==> src/design/quadrature_decoder_speed_filter_unit_assert.svh <==
// Assertion macros used by the quadrature decoder speed filter back end.
`ifndef QUADRATURE_DECODER_SPEED_FILTER_UNIT_ASSERT_SVH
`define QUADRATURE_DECODER_SPEED_FILTER_UNIT_ASSERT_SVH

// Same-cycle implication, checked outside reset.
`define QDSF_ASSERT_IMPLY(label, clk, rst_n, cond, cons) \
	label: assert property (@(posedge clk) disable iff (!rst_n) (cond) |-> (cons)) \
		else $error("qdsf: same-cycle check failed");

// Next-cycle implication, checked outside reset.
`define QDSF_ASSERT_NEXT(label, clk, rst_n, cond, cons) \
	label: assert property (@(posedge clk) disable iff (!rst_n) (cond) |=> (cons)) \
		else $error("qdsf: next-cycle check failed");

`endif

==> src/design/qdsf_pkg.sv <==
// Shared types, constants and decode function for the quadrature decoder speed filter.
package qdsf_pkg;

	localparam int FRAC_BITS = 8;

	localparam int POS_W    = 32;
	localparam int STEP_W   = 2;
	localparam int TS_W     = 32;
	localparam int PER_W    = 20;
	localparam int RAW_W    = 32;
	localparam int FILT_W   = 40;
	localparam int WEIGHT_W = 9;

	localparam logic [WEIGHT_W-1:0] WEIGHT_RESET = 9'd51;
	localparam logic [WEIGHT_W-1:0] WEIGHT_ONE   = 9'd256;
	localparam int                  WEIGHT_SHIFT = 8;

	// microseconds per second
	localparam logic [PER_W-1:0] US_PER_S = 20'd1000000;

	// 360/2800 reduced
	localparam int SCALE_MUL = 9;
	localparam int SCALE_DIV = 70;

	// fixed-point widths of the filter path
	localparam int FRESH_W = RAW_W + FRAC_BITS;
	localparam int EXT_W   = (FRESH_W > FILT_W) ? FRESH_W : FILT_W;
	localparam int PROD_W  = FILT_W + WEIGHT_W + 1;
	localparam int X9_W    = FILT_W + 4;

	// shared divider: radix-16 restoring
	localparam int MUL_W     = RAW_W + PER_W;
	localparam int DIV_BITS  = 4;
	localparam int DIV_W     = ((MUL_W + DIV_BITS - 1) / DIV_BITS) * DIV_BITS;
	localparam int DIV_STEPS = DIV_W / DIV_BITS;
	localparam int DIV_CNT_W = $clog2(DIV_STEPS);
	localparam int DIVISOR_W = PER_W;

	localparam int QUEUE_DEPTH = 2;
	localparam int QPTR_W      = (QUEUE_DEPTH > 1) ? $clog2(QUEUE_DEPTH) : 1;

	localparam logic signed [STEP_W-1:0] STEP_FWD  = 2'sb01;
	localparam logic signed [STEP_W-1:0] STEP_REV  = 2'sb11;
	localparam logic signed [STEP_W-1:0] STEP_NONE = 2'sb00;

	typedef enum logic {
		CMD_PIN   = 1'b0,
		CMD_QUERY = 1'b1
	} cmd_t;

	// one classified word between front and back
	typedef struct packed {
		cmd_t                     cmd;
		logic [POS_W-1:0]         position;
		logic signed [STEP_W-1:0] step;
		logic [TS_W-1:0]          interval;
		logic [POS_W-1:0]         delta;
		logic [PER_W-1:0]         period;
	} rec_t;

	// divider request
	typedef struct packed {
		logic                 start;
		logic [DIV_W-1:0]     dividend;
		logic [DIVISOR_W-1:0] divisor;
	} div_req_t;

	// x4 quadrature decode of previous and current {B,A}
	function automatic logic signed [STEP_W-1:0] transition(input logic [1:0] prev,
		input logic [1:0] cur);
		logic signed [STEP_W-1:0] s;
		unique case ({prev, cur}) inside
			4'b0001, 4'b0111, 4'b1110, 4'b1000: s = STEP_FWD;
			4'b0010, 4'b0100, 4'b1011, 4'b1101: s = STEP_REV;
			default:                            s = STEP_NONE;
		endcase
		return s;
	endfunction

endpackage

==> src/design/qdsf_front.sv <==
// Front end: accepts words, decodes quadrature pin samples and snapshots counts for queries.
module qdsf_front (
	input  logic                                 clk,
	input  logic                                 arst_n,
	input  logic                                 push,
	input  logic                                 full,
	input  logic                                 command,
	input  logic                                 pin_a,
	input  logic                                 pin_b,
	input  logic [qdsf_pkg::TS_W-1:0]            timestamp_us,
	input  logic [qdsf_pkg::PER_W-1:0]           period_us,
	output logic                                 enq,
	output qdsf_pkg::rec_t                       enq_data
);

	logic [1:0]                     prev_ab_q;
	logic [qdsf_pkg::POS_W-1:0]     tick_q;
	logic [qdsf_pkg::POS_W-1:0]     last_query_q;
	logic [qdsf_pkg::TS_W-1:0]      prev_ts_q;

	logic [1:0]                         cur_ab;
	logic signed [qdsf_pkg::STEP_W-1:0] step_val;
	logic [qdsf_pkg::POS_W-1:0]         tick_next;

	assign enq    = push && !full;
	assign cur_ab = {pin_b, pin_a};

	// decode the transition and the new count
	always_comb begin
		step_val = qdsf_pkg::transition(prev_ab_q, cur_ab);
		if (step_val == qdsf_pkg::STEP_FWD) begin
			tick_next = tick_q + qdsf_pkg::POS_W'(1);
		end else if (step_val == qdsf_pkg::STEP_REV) begin
			tick_next = tick_q - qdsf_pkg::POS_W'(1);
		end else begin
			tick_next = tick_q;
		end
	end

	// build the word for the back end
	always_comb begin
		enq_data.period = period_us;
		if (command == qdsf_pkg::CMD_QUERY) begin
			enq_data.cmd      = qdsf_pkg::CMD_QUERY;
			enq_data.position = tick_q;
			enq_data.step     = qdsf_pkg::STEP_NONE;
			enq_data.interval = '0;
			enq_data.delta    = tick_q - last_query_q;
		end else begin
			enq_data.cmd      = qdsf_pkg::CMD_PIN;
			enq_data.position = tick_next;
			enq_data.step     = step_val;
			enq_data.interval = timestamp_us - prev_ts_q;
			enq_data.delta    = '0;
		end
	end

	// advance decoder state on each accepted word
	always_ff @(posedge clk or negedge arst_n) begin
		if (!arst_n) begin
			prev_ab_q    <= '0;
			tick_q       <= '0;
			last_query_q <= '0;
			prev_ts_q    <= '0;
		end else if (enq) begin
			if (command == qdsf_pkg::CMD_QUERY) begin
				last_query_q <= tick_q;
			end else begin
				prev_ab_q <= cur_ab;
				tick_q    <= tick_next;
				prev_ts_q <= timestamp_us;
			end
		end
	end

endmodule

==> src/design/qdsf_queue.sv <==
// Short register queue between the front end and the back end.
module qdsf_queue (
	input  logic           clk,
	input  logic           arst_n,
	input  logic           enq,
	input  qdsf_pkg::rec_t enq_data,
	output logic           full,
	input  logic           deq,
	output qdsf_pkg::rec_t deq_data,
	output logic           empty
);

	qdsf_pkg::rec_t                mem_q [qdsf_pkg::QUEUE_DEPTH];
	logic [qdsf_pkg::QPTR_W-1:0]   wr_ptr_q;
	logic [qdsf_pkg::QPTR_W-1:0]   rd_ptr_q;
	logic [qdsf_pkg::QPTR_W:0]     count_q;

	assign full     = (count_q == (qdsf_pkg::QPTR_W + 1)'(qdsf_pkg::QUEUE_DEPTH));
	assign empty    = (count_q == '0);
	assign deq_data = mem_q[rd_ptr_q];

	// store the incoming word
	always_ff @(posedge clk) begin
		if (enq) begin
			mem_q[wr_ptr_q] <= enq_data;
		end
	end

	// advance pointers and count
	always_ff @(posedge clk or negedge arst_n) begin
		if (!arst_n) begin
			wr_ptr_q <= '0;
			rd_ptr_q <= '0;
			count_q  <= '0;
		end else begin
			if (enq) begin
				if (wr_ptr_q == qdsf_pkg::QPTR_W'(qdsf_pkg::QUEUE_DEPTH - 1)) begin
					wr_ptr_q <= '0;
				end else begin
					wr_ptr_q <= wr_ptr_q + qdsf_pkg::QPTR_W'(1);
				end
			end
			if (deq) begin
				if (rd_ptr_q == qdsf_pkg::QPTR_W'(qdsf_pkg::QUEUE_DEPTH - 1)) begin
					rd_ptr_q <= '0;
				end else begin
					rd_ptr_q <= rd_ptr_q + qdsf_pkg::QPTR_W'(1);
				end
			end
			if (enq && !deq) begin
				count_q <= count_q + (qdsf_pkg::QPTR_W + 1)'(1);
			end else if (deq && !enq) begin
				count_q <= count_q - (qdsf_pkg::QPTR_W + 1)'(1);
			end
		end
	end

endmodule

==> src/design/qdsf_div.sv <==
// Shared unsigned restoring divider, four quotient bits per cycle.
module qdsf_div (
	input  logic                          clk,
	input  logic                          arst_n,
	input  qdsf_pkg::div_req_t            req,
	output logic                          done,
	output logic [qdsf_pkg::DIV_W-1:0]    quotient
);

	logic [qdsf_pkg::DIV_W-1:0]     quo_q;
	logic [qdsf_pkg::DIVISOR_W-1:0] rem_q;
	logic [qdsf_pkg::DIVISOR_W-1:0] dvs_q;
	logic [qdsf_pkg::DIV_CNT_W-1:0] cnt_q;
	logic                           busy_q;
	logic                           done_q;

	logic [qdsf_pkg::DIVISOR_W:0]   r_w;
	logic [qdsf_pkg::DIV_W-1:0]     q_w;

	assign done     = done_q;
	assign quotient = quo_q;

	// four shift-and-subtract steps
	always_comb begin
		r_w = {1'b0, rem_q};
		q_w = quo_q;
		for (int k = 0; k < qdsf_pkg::DIV_BITS; k++) begin
			r_w = {r_w[qdsf_pkg::DIVISOR_W-1:0], q_w[qdsf_pkg::DIV_W-1]};
			q_w = {q_w[qdsf_pkg::DIV_W-2:0], 1'b0};
			if (r_w >= {1'b0, dvs_q}) begin
				r_w    = r_w - {1'b0, dvs_q};
				q_w[0] = 1'b1;
			end
		end
	end

	// load on start, iterate while busy
	always_ff @(posedge clk or negedge arst_n) begin
		if (!arst_n) begin
			busy_q <= 1'b0;
			done_q <= 1'b0;
			cnt_q  <= '0;
		end else begin
			done_q <= 1'b0;
			if (req.start) begin
				busy_q <= 1'b1;
				cnt_q  <= '0;
			end else if (busy_q) begin
				cnt_q <= cnt_q + qdsf_pkg::DIV_CNT_W'(1);
				if (cnt_q == qdsf_pkg::DIV_CNT_W'(qdsf_pkg::DIV_STEPS - 1)) begin
					busy_q <= 1'b0;
					done_q <= 1'b1;
				end
			end
		end
	end

	// datapath registers
	always_ff @(posedge clk) begin
		if (req.start) begin
			quo_q <= req.dividend;
			rem_q <= '0;
			dvs_q <= req.divisor;
		end else if (busy_q) begin
			quo_q <= q_w;
			rem_q <= r_w[qdsf_pkg::DIVISOR_W-1:0];
		end
	end

endmodule

==> src/design/qdsf_back.sv <==
// Back end: delivers pin results and runs speed, smoothing and scaling for queries.
`include "quadrature_decoder_speed_filter_unit_assert.svh"

module qdsf_back (
	input  logic                                 clk,
	input  logic                                 arst_n,
	input  logic                                 cfg_we,
	input  logic [qdsf_pkg::WEIGHT_W-1:0]        cfg_wdata,
	input  logic                                 q_empty,
	input  qdsf_pkg::rec_t                       q_data,
	output logic                                 deq,
	input  logic                                 pop,
	output logic                                 out_valid,
	output logic [qdsf_pkg::POS_W-1:0]           out_position,
	output logic signed [qdsf_pkg::STEP_W-1:0]   out_step,
	output logic [qdsf_pkg::TS_W-1:0]            out_interval,
	output logic signed [qdsf_pkg::FILT_W-1:0]   out_speed
);

	typedef enum logic [2:0] {
		ST_IDLE,
		ST_MUL,
		ST_DIV_RAW,
		ST_EMA_NEW,
		ST_EMA_OLD,
		ST_EMA_SUM,
		ST_SCALE_GO,
		ST_DIV_SCALE
	} state_t;

	localparam logic signed [qdsf_pkg::RAW_W-1:0] RAW_MAX = {1'b0, {(qdsf_pkg::RAW_W-1){1'b1}}};
	localparam logic signed [qdsf_pkg::RAW_W-1:0] RAW_MIN = {1'b1, {(qdsf_pkg::RAW_W-1){1'b0}}};
	localparam logic signed [qdsf_pkg::FILT_W-1:0] FILT_MAX =
		{1'b0, {(qdsf_pkg::FILT_W-1){1'b1}}};
	localparam logic signed [qdsf_pkg::FILT_W-1:0] FILT_MIN =
		{1'b1, {(qdsf_pkg::FILT_W-1){1'b0}}};
	localparam logic [qdsf_pkg::DIV_W-1:0] RAW_MAX_MAG = qdsf_pkg::DIV_W'(RAW_MAX);
	localparam logic [qdsf_pkg::DIV_W-1:0] RAW_MIN_MAG =
		qdsf_pkg::DIV_W'({1'b1, {(qdsf_pkg::RAW_W-1){1'b0}}});

	state_t                                   state_q;
	logic [qdsf_pkg::WEIGHT_W-1:0]            weight_q;
	logic [qdsf_pkg::POS_W-1:0]               pos_q;
	logic                                     neg_q;
	logic [qdsf_pkg::RAW_W-1:0]               mag_q;
	logic [qdsf_pkg::PER_W-1:0]               per_q;
	logic signed [qdsf_pkg::RAW_W-1:0]        raw_q;
	logic signed [qdsf_pkg::PROD_W-1:0]       prod_new_q;
	logic signed [qdsf_pkg::PROD_W-1:0]       prod_old_q;
	logic signed [qdsf_pkg::FILT_W-1:0]       filt_q;
	logic signed [qdsf_pkg::FILT_W-1:0]       held_q;
	qdsf_pkg::div_req_t                       div_req_q;
	logic                                     out_valid_q;
	logic [qdsf_pkg::POS_W-1:0]               out_position_q;
	logic signed [qdsf_pkg::STEP_W-1:0]       out_step_q;
	logic [qdsf_pkg::TS_W-1:0]                out_interval_q;
	logic signed [qdsf_pkg::FILT_W-1:0]       out_speed_q;
	// marks that the scaled value of the current query is ready
	logic                                     deliver_q;

	logic                                     div_done;
	logic [qdsf_pkg::DIV_W-1:0]               div_quo;
	logic                                     out_free;
	logic                                     out_load;
	logic [qdsf_pkg::WEIGHT_W-1:0]            w_eff;
	logic [qdsf_pkg::WEIGHT_W-1:0]            w_old;
	logic [qdsf_pkg::MUL_W-1:0]               mul_prod;
	logic signed [qdsf_pkg::RAW_W-1:0]        raw_sat;
	logic signed [qdsf_pkg::EXT_W-1:0]        fresh_ext;
	logic signed [qdsf_pkg::FILT_W-1:0]       fresh;
	logic signed [qdsf_pkg::PROD_W:0]         ema_sum;
	logic signed [qdsf_pkg::PROD_W:0]         ema_shr;
	logic signed [qdsf_pkg::FILT_W-1:0]       filt_next;
	logic signed [qdsf_pkg::X9_W-1:0]         x9;
	logic [qdsf_pkg::X9_W-1:0]                x9_mag;
	logic signed [qdsf_pkg::FILT_W-1:0]       scaled;

	qdsf_div u_div (
		.clk      (clk),
		.arst_n   (arst_n),
		.req      (div_req_q),
		.done     (div_done),
		.quotient (div_quo)
	);

	assign out_free     = !out_valid_q || pop;
	assign out_valid    = out_valid_q;
	assign out_position = out_position_q;
	assign out_step     = out_step_q;
	assign out_interval = out_interval_q;
	assign out_speed    = out_speed_q;

	// when idle, take a pin word only if the output is free, and any query word
	assign deq = (state_q == ST_IDLE) && !q_empty &&
		((q_data.cmd == qdsf_pkg::CMD_QUERY) || out_free);

	// load the output register with a pin result or a finished query
	assign out_load = (deq && (q_data.cmd == qdsf_pkg::CMD_PIN)) ||
		((state_q == ST_DIV_SCALE) && !div_done && deliver_q && out_free);

	// clamp the weight to one
	assign w_eff = (weight_q > qdsf_pkg::WEIGHT_ONE) ? qdsf_pkg::WEIGHT_ONE : weight_q;
	assign w_old = qdsf_pkg::WEIGHT_ONE - w_eff;

	// ticks times microseconds per second
	assign mul_prod = mag_q * qdsf_pkg::US_PER_S;

	// saturate the signed speed quotient to 32 bits
	always_comb begin
		if (!neg_q) begin
			raw_sat = (div_quo > RAW_MAX_MAG) ? RAW_MAX : signed'(div_quo[qdsf_pkg::RAW_W-1:0]);
		end else if (div_quo > RAW_MIN_MAG) begin
			raw_sat = RAW_MIN;
		end else begin
			raw_sat = -signed'(div_quo[qdsf_pkg::RAW_W-1:0]);
		end
	end

	// new sample in fixed point, clamped to the filter width
	always_comb begin
		fresh_ext = qdsf_pkg::EXT_W'(raw_q) <<< qdsf_pkg::FRAC_BITS;
		if (fresh_ext > qdsf_pkg::EXT_W'(FILT_MAX)) begin
			fresh = FILT_MAX;
		end else if (fresh_ext < qdsf_pkg::EXT_W'(FILT_MIN)) begin
			fresh = FILT_MIN;
		end else begin
			fresh = qdsf_pkg::FILT_W'(fresh_ext);
		end
	end

	// weighted sum, floor divide by the weight scale, clamp
	always_comb begin
		ema_sum = (qdsf_pkg::PROD_W + 1)'(prod_new_q) + (qdsf_pkg::PROD_W + 1)'(prod_old_q);
		ema_shr = ema_sum >>> qdsf_pkg::WEIGHT_SHIFT;
		if (ema_shr > (qdsf_pkg::PROD_W + 1)'(FILT_MAX)) begin
			filt_next = FILT_MAX;
		end else if (ema_shr < (qdsf_pkg::PROD_W + 1)'(FILT_MIN)) begin
			filt_next = FILT_MIN;
		end else begin
			filt_next = qdsf_pkg::FILT_W'(ema_shr);
		end
	end

	// numerator of the angle scaling and its magnitude
	always_comb begin
		x9     = qdsf_pkg::X9_W'(filt_q) * qdsf_pkg::X9_W'(qdsf_pkg::SCALE_MUL);
		x9_mag = x9[qdsf_pkg::X9_W-1] ? unsigned'(-x9) : unsigned'(x9);
	end

	// truncate the scaled quotient toward zero
	assign scaled = neg_q ? -signed'(div_quo[qdsf_pkg::FILT_W-1:0])
		: signed'(div_quo[qdsf_pkg::FILT_W-1:0]);

	// sequence one query, deliver results in order
	always_ff @(posedge clk or negedge arst_n) begin
		if (!arst_n) begin
			state_q         <= ST_IDLE;
			weight_q        <= qdsf_pkg::WEIGHT_RESET;
			filt_q          <= '0;
			held_q          <= '0;
			out_valid_q     <= 1'b0;
			div_req_q.start <= 1'b0;
		end else begin
			div_req_q.start <= (state_q == ST_MUL) || (state_q == ST_SCALE_GO);
			if (cfg_we) begin
				weight_q <= cfg_wdata;
			end
			if (out_load) begin
				out_valid_q <= 1'b1;
			end else if (pop) begin
				out_valid_q <= 1'b0;
			end
			unique case (state_q)
				ST_IDLE: begin
					if (deq) begin
						if (q_data.cmd == qdsf_pkg::CMD_PIN) begin
							out_position_q <= q_data.position;
							out_step_q     <= q_data.step;
							out_interval_q <= q_data.interval;
							out_speed_q    <= held_q;
						end else begin
							pos_q <= q_data.position;
							neg_q <= q_data.delta[qdsf_pkg::POS_W-1];
							mag_q <= q_data.delta[qdsf_pkg::POS_W-1]
								? (-q_data.delta) : q_data.delta;
							per_q <= q_data.period;
							if (q_data.period == '0) begin
								// zero period: saturate in the sign of the count change
								if (q_data.delta == '0) begin
									raw_q <= '0;
								end else if (q_data.delta[qdsf_pkg::POS_W-1]) begin
									raw_q <= RAW_MIN;
								end else begin
									raw_q <= RAW_MAX;
								end
								state_q <= ST_EMA_NEW;
							end else begin
								state_q <= ST_MUL;
							end
						end
					end
				end
				ST_MUL: begin
					div_req_q.dividend <= qdsf_pkg::DIV_W'(mul_prod);
					div_req_q.divisor  <= per_q;
					state_q            <= ST_DIV_RAW;
				end
				ST_DIV_RAW: begin
					if (div_done) begin
						raw_q   <= raw_sat;
						state_q <= ST_EMA_NEW;
					end
				end
				ST_EMA_NEW: begin
					prod_new_q <= $signed({1'b0, w_eff}) * fresh;
					state_q    <= ST_EMA_OLD;
				end
				ST_EMA_OLD: begin
					prod_old_q <= $signed({1'b0, w_old}) * filt_q;
					state_q    <= ST_EMA_SUM;
				end
				ST_EMA_SUM: begin
					filt_q  <= filt_next;
					state_q <= ST_SCALE_GO;
				end
				ST_SCALE_GO: begin
					neg_q              <= x9[qdsf_pkg::X9_W-1];
					div_req_q.dividend <= qdsf_pkg::DIV_W'(x9_mag);
					div_req_q.divisor  <= qdsf_pkg::DIVISOR_W'(qdsf_pkg::SCALE_DIV);
					state_q            <= ST_DIV_SCALE;
				end
				ST_DIV_SCALE: begin
					// hold the query result until the output register frees
					if (div_done) begin
						held_q <= scaled;
					end else if (deliver_q && out_free) begin
						out_position_q <= pos_q;
						out_step_q     <= qdsf_pkg::STEP_NONE;
						out_interval_q <= '0;
						out_speed_q    <= held_q;
						state_q        <= ST_IDLE;
					end
				end
				default: begin
					state_q <= ST_IDLE;
				end
			endcase
		end
	end

	// mark the scaled value ready once the second division ends
	always_ff @(posedge clk or negedge arst_n) begin
		if (!arst_n) begin
			deliver_q <= 1'b0;
		end else if (state_q != ST_DIV_SCALE) begin
			deliver_q <= 1'b0;
		end else if (div_done) begin
			deliver_q <= 1'b1;
		end
	end

	`QDSF_ASSERT_IMPLY(a_deq_nonempty, clk, arst_n, deq, !q_empty)
	`QDSF_ASSERT_IMPLY(a_done_in_wait, clk, arst_n, div_done,
		(state_q == ST_DIV_RAW) || (state_q == ST_DIV_SCALE))
	`QDSF_ASSERT_NEXT(a_hold_result, clk, arst_n, out_valid_q && !pop,
		out_valid_q && $stable(out_position_q) && $stable(out_speed_q))

endmodule

==> src/design/quadrature_decoder_speed_filter_unit.sv <==
// Pin samples: a sample is taken only when the output is free, and its result shows in the next cycle.
// Speed queries run the multiply, the speed division, the filter update and the scaling division
//   in order, skipping the first two at zero period; the divider gives four quotient bits a cycle.
// Pin samples go one per cycle while results are popped; the back end takes no word during a query.
// A two-word queue lets new words enter while the back end works or a result waits.
// Reset: arst_n clears position, timestamps and filter state at once; weight resets to 51.
module quadrature_decoder_speed_filter_unit (
	input  logic                                 clk,
	input  logic                                 arst_n,
	input  logic                                 cfg_we,
	input  logic [qdsf_pkg::WEIGHT_W-1:0]        cfg_wdata,
	input  logic                                 push,
	output logic                                 full,
	input  logic                                 command,
	input  logic                                 pin_a,
	input  logic                                 pin_b,
	input  logic [qdsf_pkg::TS_W-1:0]            timestamp_us,
	input  logic [qdsf_pkg::PER_W-1:0]           period_us,
	output logic                                 empty,
	input  logic                                 pop,
	output logic signed [qdsf_pkg::POS_W-1:0]    position,
	output logic signed [qdsf_pkg::STEP_W-1:0]   step,
	output logic [qdsf_pkg::TS_W-1:0]            edge_interval_us,
	output logic signed [qdsf_pkg::FILT_W-1:0]   scaled_speed
);

	logic                          enq;
	qdsf_pkg::rec_t                enq_data;
	logic                          deq;
	qdsf_pkg::rec_t                deq_data;
	logic                          q_empty;
	logic                          out_valid;
	logic [qdsf_pkg::POS_W-1:0]    out_position;

	qdsf_front u_front (
		.clk          (clk),
		.arst_n       (arst_n),
		.push         (push),
		.full         (full),
		.command      (command),
		.pin_a        (pin_a),
		.pin_b        (pin_b),
		.timestamp_us (timestamp_us),
		.period_us    (period_us),
		.enq          (enq),
		.enq_data     (enq_data)
	);

	qdsf_queue u_queue (
		.clk      (clk),
		.arst_n   (arst_n),
		.enq      (enq),
		.enq_data (enq_data),
		.full     (full),
		.deq      (deq),
		.deq_data (deq_data),
		.empty    (q_empty)
	);

	qdsf_back u_back (
		.clk          (clk),
		.arst_n       (arst_n),
		.cfg_we       (cfg_we),
		.cfg_wdata    (cfg_wdata),
		.q_empty      (q_empty),
		.q_data       (deq_data),
		.deq          (deq),
		.pop          (pop),
		.out_valid    (out_valid),
		.out_position (out_position),
		.out_step     (step),
		.out_interval (edge_interval_us),
		.out_speed    (scaled_speed)
	);

	assign empty    = !out_valid;
	assign position = signed'(out_position);

endmodule
==> config.mk <==
export PLATFORM = sky130hd
export DESIGN_NAME = quadrature_decoder_speed_filter_unit
export DESIGN_NICKNAME = d
export VERILOG_FILES = /design/src/design/qdsf_pkg.sv /design/src/design/qdsf_front.sv /design/src/design/qdsf_queue.sv /design/src/design/qdsf_div.sv /design/src/design/qdsf_back.sv /design/src/design/quadrature_decoder_speed_filter_unit.sv
export VERILOG_INCLUDE_DIRS = /design/src /design/src/design
export SDC_FILE = /design/constraint.sdc
export NUM_CORES = 2
export LEC_CHECK = 0
export ABC_CLOCK_PERIOD_IN_PS = 23600
export BUFFER_PORTS_ARGS = -buffer_cell sky130_fd_sc_hd__buf_4
export CAP_MARGIN = 40
export CORE_ASPECT_RATIO = 0.5
export CORE_MARGIN = 3
export CORE_UTILIZATION = 55
export CTS_BUF_LIST = sky130_fd_sc_hd__clkbuf_16
export DETAILED_ROUTE_END_ITERATION = 16
export PLACE_DENSITY = 0.71
export SYNTH_ARGS = -nofsm -noshare
export SYNTH_HDL_FRONTEND = slang
export SYNTH_SLANG_ARGS = --single-unit
export TNS_END_PERCENT = 50
==> constraint.sdc <==
create_clock -name clk -period 23.6 [get_ports clk]
set_clock_uncertainty 0.05 [all_clocks]
set_input_delay 3.54 -clock clk [delete_from_list [all_inputs] [get_ports clk]]
set_output_delay 3.54 -clock clk [all_outputs]
set_load 0.02 [all_outputs]
==> impl_metrics.prom <==
# TYPE chip_impl_metric gauge
chip_impl_metric{name="wl_per_cell",unit="um"} 20.3
chip_impl_metric{name="routed_wl",unit="um"} 194000
chip_impl_metric{name="worst-path-max-fanout",unit=""} 19
chip_impl_info{name="synth_top_family_by_area",value="adder cells"} 1
chip_impl_metric{name="fmax",unit="MHz"} 78.6
chip_impl_metric{name="worstSkewPairLatency",unit="ns"} 0.73
chip_impl_info{name="cp-end-kind",value="register"} 1
chip_impl_info{name="dominantRegCellSynth",value="sky130_fd_sc_hd__edfxtp_1"} 1
chip_impl_metric{name="initial_utilization",unit="%"} 56.1
chip_impl_metric{name="max_h_tree_level",unit=""} 3
chip_impl_info{name="critical_path.slowest_cell",value="sky130_fd_sc_hd__nand2b_1"} 1
chip_impl_metric{name="postCtsSetupBuffers",unit=""} 0
chip_impl_metric{name="gr-usage-all-layers",unit="%"} 27.1
chip_impl_metric{name="synth_xor_xnor_area_share",unit="%"} 5.58
chip_impl_metric{name="grt_start_max_net_pins",unit=""} 107
chip_impl_metric{name="cts.hold.buffers_added",unit=""} 0
chip_impl_info{name="timing.critical_path.from_type",value="register"} 1
chip_impl_metric{name="final_layout_size_suffix_gt1_share",unit="%"} 8.43
chip_impl_metric{name="number_of_buffers_inserted_during_clock_tree_synthesis",unit=""} 87
chip_impl_metric{name="core_area",unit="um2"} 139000
chip_impl_info{name="r2r_startpoint",value="u_back.u_div.dvs_q[1]"} 1
chip_impl_metric{name="synth-seq-area-share",unit="%"} 33.6
chip_impl_metric{name="finalMaxSlewViolations",unit=""} 0
chip_impl_metric{name="nets",unit=""} 8995
chip_impl_info{name="cts_tree",value="built"} 1
chip_impl_metric{name="slew_headroom",unit="%"} 37.3
chip_impl_metric{name="io_pins",unit=""} 177
chip_impl_metric{name="yosysWarnings",unit=""} 0
chip_impl_metric{name="detail_route.first_pass.iterations",unit=""} 5
chip_impl_metric{name="buffer_ports.inserted",unit=""} 176
chip_impl_info{name="worst_hold_path.endpoint",value="u_back.u_div.dvs_q[2]"} 1
chip_impl_metric{name="drt_first_iter_violations",unit=""} 4475
chip_impl_metric{name="reg2regPathDepth",unit=""} 44
chip_impl_metric{name="antenna_found_initial",unit=""} 24
chip_impl_info{name="path_class",value="register to register"} 1
chip_impl_metric{name="final_count_of_hold_timing_violations",unit=""} 0
chip_impl_metric{name="report.final.setup_viol",unit=""} 0
chip_impl_metric{name="die_width",unit="um"} 538
chip_impl_metric{name="post_synth_instance_area",unit="um2"} 77900
chip_impl_metric{name="synthMuxAreaShare",unit="%"} 3.71
chip_impl_metric{name="async_reset_ff_share",unit="%"} 22.3
chip_impl_metric{name="worst-slew-pin-transition",unit="ns"} 0.917
chip_impl_metric{name="clkTransAtPathRegs",unit="ns"} 0.07
chip_impl_metric{name="timing.final.crit_period",unit="ns"} 12.72
chip_impl_metric{name="worst_path_largest_cell_delay",unit="ns"} 0.68
chip_impl_metric{name="routabilityCongestion",unit=""} 0.932
chip_impl_metric{name="fin_crit_sh",unit="%"} 53.9
chip_impl_metric{name="post_cts_resized",unit=""} 0
chip_impl_metric{name="die-height",unit="um"} 272
chip_impl_metric{name="mappedNetlistNets",unit=""} 8988
chip_impl_info{name="critPathLaunch",value="u_back.u_div.dvs_q[1]"} 1
chip_impl_metric{name="globalRouteOverflowTotal",unit=""} 0
chip_impl_info{name="hold_start",value="u_back.div_req_q[2]"} 1
chip_impl_metric{name="area_delta_synth_final",unit="%"} 7.88
chip_impl_metric{name="synth_compound_gate_area_share",unit="%"} 10.5
chip_impl_metric{name="grt_first_pass_wirelength",unit="um"} 311000
chip_impl_info{name="hold_class",value="register to register"} 1
chip_impl_metric{name="grt_pass1_vias",unit=""} 54408
chip_impl_info{name="rsz_0062_raised_after_global_routing",value="false"} 1
chip_impl_metric{name="vias_per_cell",unit=""} 5.72
chip_impl_metric{name="drt_drc_violations_left",unit=""} 0
chip_impl_metric{name="netlist_instances",unit=""} 7636
chip_impl_metric{name="synth_area_in_simple_gates",unit="%"} 13.7
chip_impl_metric{name="worstHoldPathCells",unit=""} 0
chip_impl_metric{name="ant_nets",unit=""} 0
chip_impl_metric{name="synth_edf_count",unit=""} 689
chip_impl_metric{name="synth-seq-cells",unit=""} 912
chip_impl_metric{name="synthAdderAreaFrac",unit="%"} 27.0
chip_impl_info{name="rr_endpoint",value="u_back.u_div.rem_q[16]"} 1
chip_impl_metric{name="clock-sinks",unit=""} 912
chip_impl_metric{name="fp-row-count",unit=""} 96
chip_impl_info{name="cpMostUsedCell",value="sky130_fd_sc_hd__ha_1"} 1
chip_impl_metric{name="setup.reg_to_reg.worst_slack",unit="ns"} 10.88
chip_impl_info{name="outcome",value="finished clean"} 1
chip_impl_info{name="layout.cells.most_common_list",value="897 x sky130_fd_sc_hd__inv_1, 689 x sky130_fd_sc_hd__edfxtp_1, 680 x sky130_fd_sc_hd__nand2_1"} 1
chip_impl_metric{name="synth_area_per_cell",unit="um2"} 10.2
chip_impl_metric{name="route.vias.total",unit=""} 54784
chip_impl_metric{name="yosysUniqueCellTypes",unit=""} 95
chip_impl_metric{name="worst_ep_required_time",unit="ns"} 24.10
chip_impl_metric{name="num-fill-cells",unit=""} 11729
chip_impl_info{name="clockRootBuffer",value="sky130_fd_sc_hd__clkbuf_16"} 1
chip_impl_metric{name="clock_path_buffers",unit=""} 3
chip_impl_metric{name="timing.max_cap.violations",unit=""} 0
chip_impl_metric{name="floorplan.die_area",unit="um2"} 146000
chip_impl_info{name="layout.cells.most_common",value="sky130_fd_sc_hd__inv_1"} 1
chip_impl_metric{name="setup-tns-final",unit="ns"} 0
chip_impl_metric{name="hpwl",unit="um"} 149000
chip_impl_metric{name="critPathArrivalTime",unit="ns"} 13.22
-- per-layer routing --
layer / global-route usage (%) / up-vias / wire [um]
li1: - / 25881 / -
met1: 40.6 / 27266 / 92100
met2: 41.4 / 1419 / 85300
met3: 4.92 / 212 / 13300
met4: 5.12 / 6 / 3350
met5: 0 / - / 31
-- how the worst max path moves through the flow --
stage	to	depth (start not counted)
finish	u_back.u_div.rem_q[16]	44
global placement	u_back.u_div.quotient[0]	44
global route	u_back.u_div.rem_q[4]	47
detailed placement	u_back.u_div.rem_q[16]	45
CTS	u_back.u_div.rem_q[16]	47
floorplan	u_back.u_div.quotient[0]	43
-- cells in the mapped netlist (68+ instances only) --
cell	count	share of area [%]
sky130_fd_sc_hd__inv_1	875	4.2
sky130_fd_sc_hd__dfrtp_1	199	6.4
sky130_fd_sc_hd__xor2_1	243	2.7
sky130_fd_sc_hd__and2_1	364	2.9
sky130_fd_sc_hd__a211oi_1	68	0.66
sky130_fd_sc_hd__a21oi_1	346	2.2
sky130_fd_sc_hd__a21o_1	145	1.4
sky130_fd_sc_hd__nand2_1	681	3.3
sky130_fd_sc_hd__nand3_1	83	0.53
sky130_fd_sc_hd__clkbuf_1	252	1.2
sky130_fd_sc_hd__xnor2_1	253	2.8
sky130_fd_sc_hd__mux2i_1	86	1.1
sky130_fd_sc_hd__fa_1	666	17
sky130_fd_sc_hd__mux2_2	180	2.6
sky130_fd_sc_hd__nor2_1	507	2.4
sky130_fd_sc_hd__o21ai_0	333	2.1
sky130_fd_sc_hd__nor3_1	102	0.66
sky130_fd_sc_hd__ha_1	617	9.9
sky130_fd_sc_hd__edfxtp_1	689	27
sky130_fd_sc_hd__nor2b_1	103	0.83
-- through the flow --
stage | setup slack (ns) | utilization (%) | cells | hold slack (ns) | cell area, um2
5_1_grt | 9.86 | 60.5 | 9577 | 0.376 | 84000
2_1_floorplan | 13.46 | - | 7636 | 0.350 | 77900
4_1_cts | 11.03 | 60.5 | 9577 | 0.367 | 84000
6_report | 10.88 | 60.5 | 9581 | 0.369 | 84000
3_5_place_dp | 11.09 | 58.4 | 9416 | 0.355 | 81100
3_3_place_gp | 11.05 | 58.3 | 9405 | 0.355 | 80900
-- kinds of logic (layout without fill, tap and decap cells) --
kind of cell    Yosys count  count (layout)
fa+ha+maj              1283            1283
mux                     266             266
other cells               0               4
buf+inv                1202            1281
compound gates         1293            1293
flops                   912             912
simple gates           2184            2184
xor+xnor                496             496
-- worst max-delay path, delay by kind of cell (launching register included) --
kind                     cells  cell delay (ns)
multiplexers                 3             1.14
adder cells (fa/ha/maj)      4             1.21
AND/OR/NAND/NOR              8             2.55
flip-flops                   1             0.47
buffers and inverters        4             1.17
AO/OA/AOI/OAI               25             5.93
-- area by class of cell --
cell class / count / area, um2 / share of cell area (%)
antenna: 4 / 10.0 / 0.0119
clock buffer: 88 / 2200 / 2.62
clock inverter: 73 / 644 / 0.767
inverter: 876 / 3290 / 3.91
multi-input combinational: 5522 / 47400 / 56.4
sequential: 912 / 26200 / 31.2
tap: 1862 / 2330 / 2.77
timing repair buffer: 244 / 1970 / 2.35
-- flip-flops by register name (all words and copies together), names as in the netlist, 40 cells and up --
register	flops
u_back.prod_new_q	42
u_back.div_req_q	73
u_back.prod_old_q	42
u_back.held_q	40
u_back.u_div.quotient	52
u_queue.mem_q	238
u_back.out_speed	40
u_back.filt_q	40
Power is not shown: default switching activity piles up to over one toggle a cycle in this logic, so the estimate is an artifact.
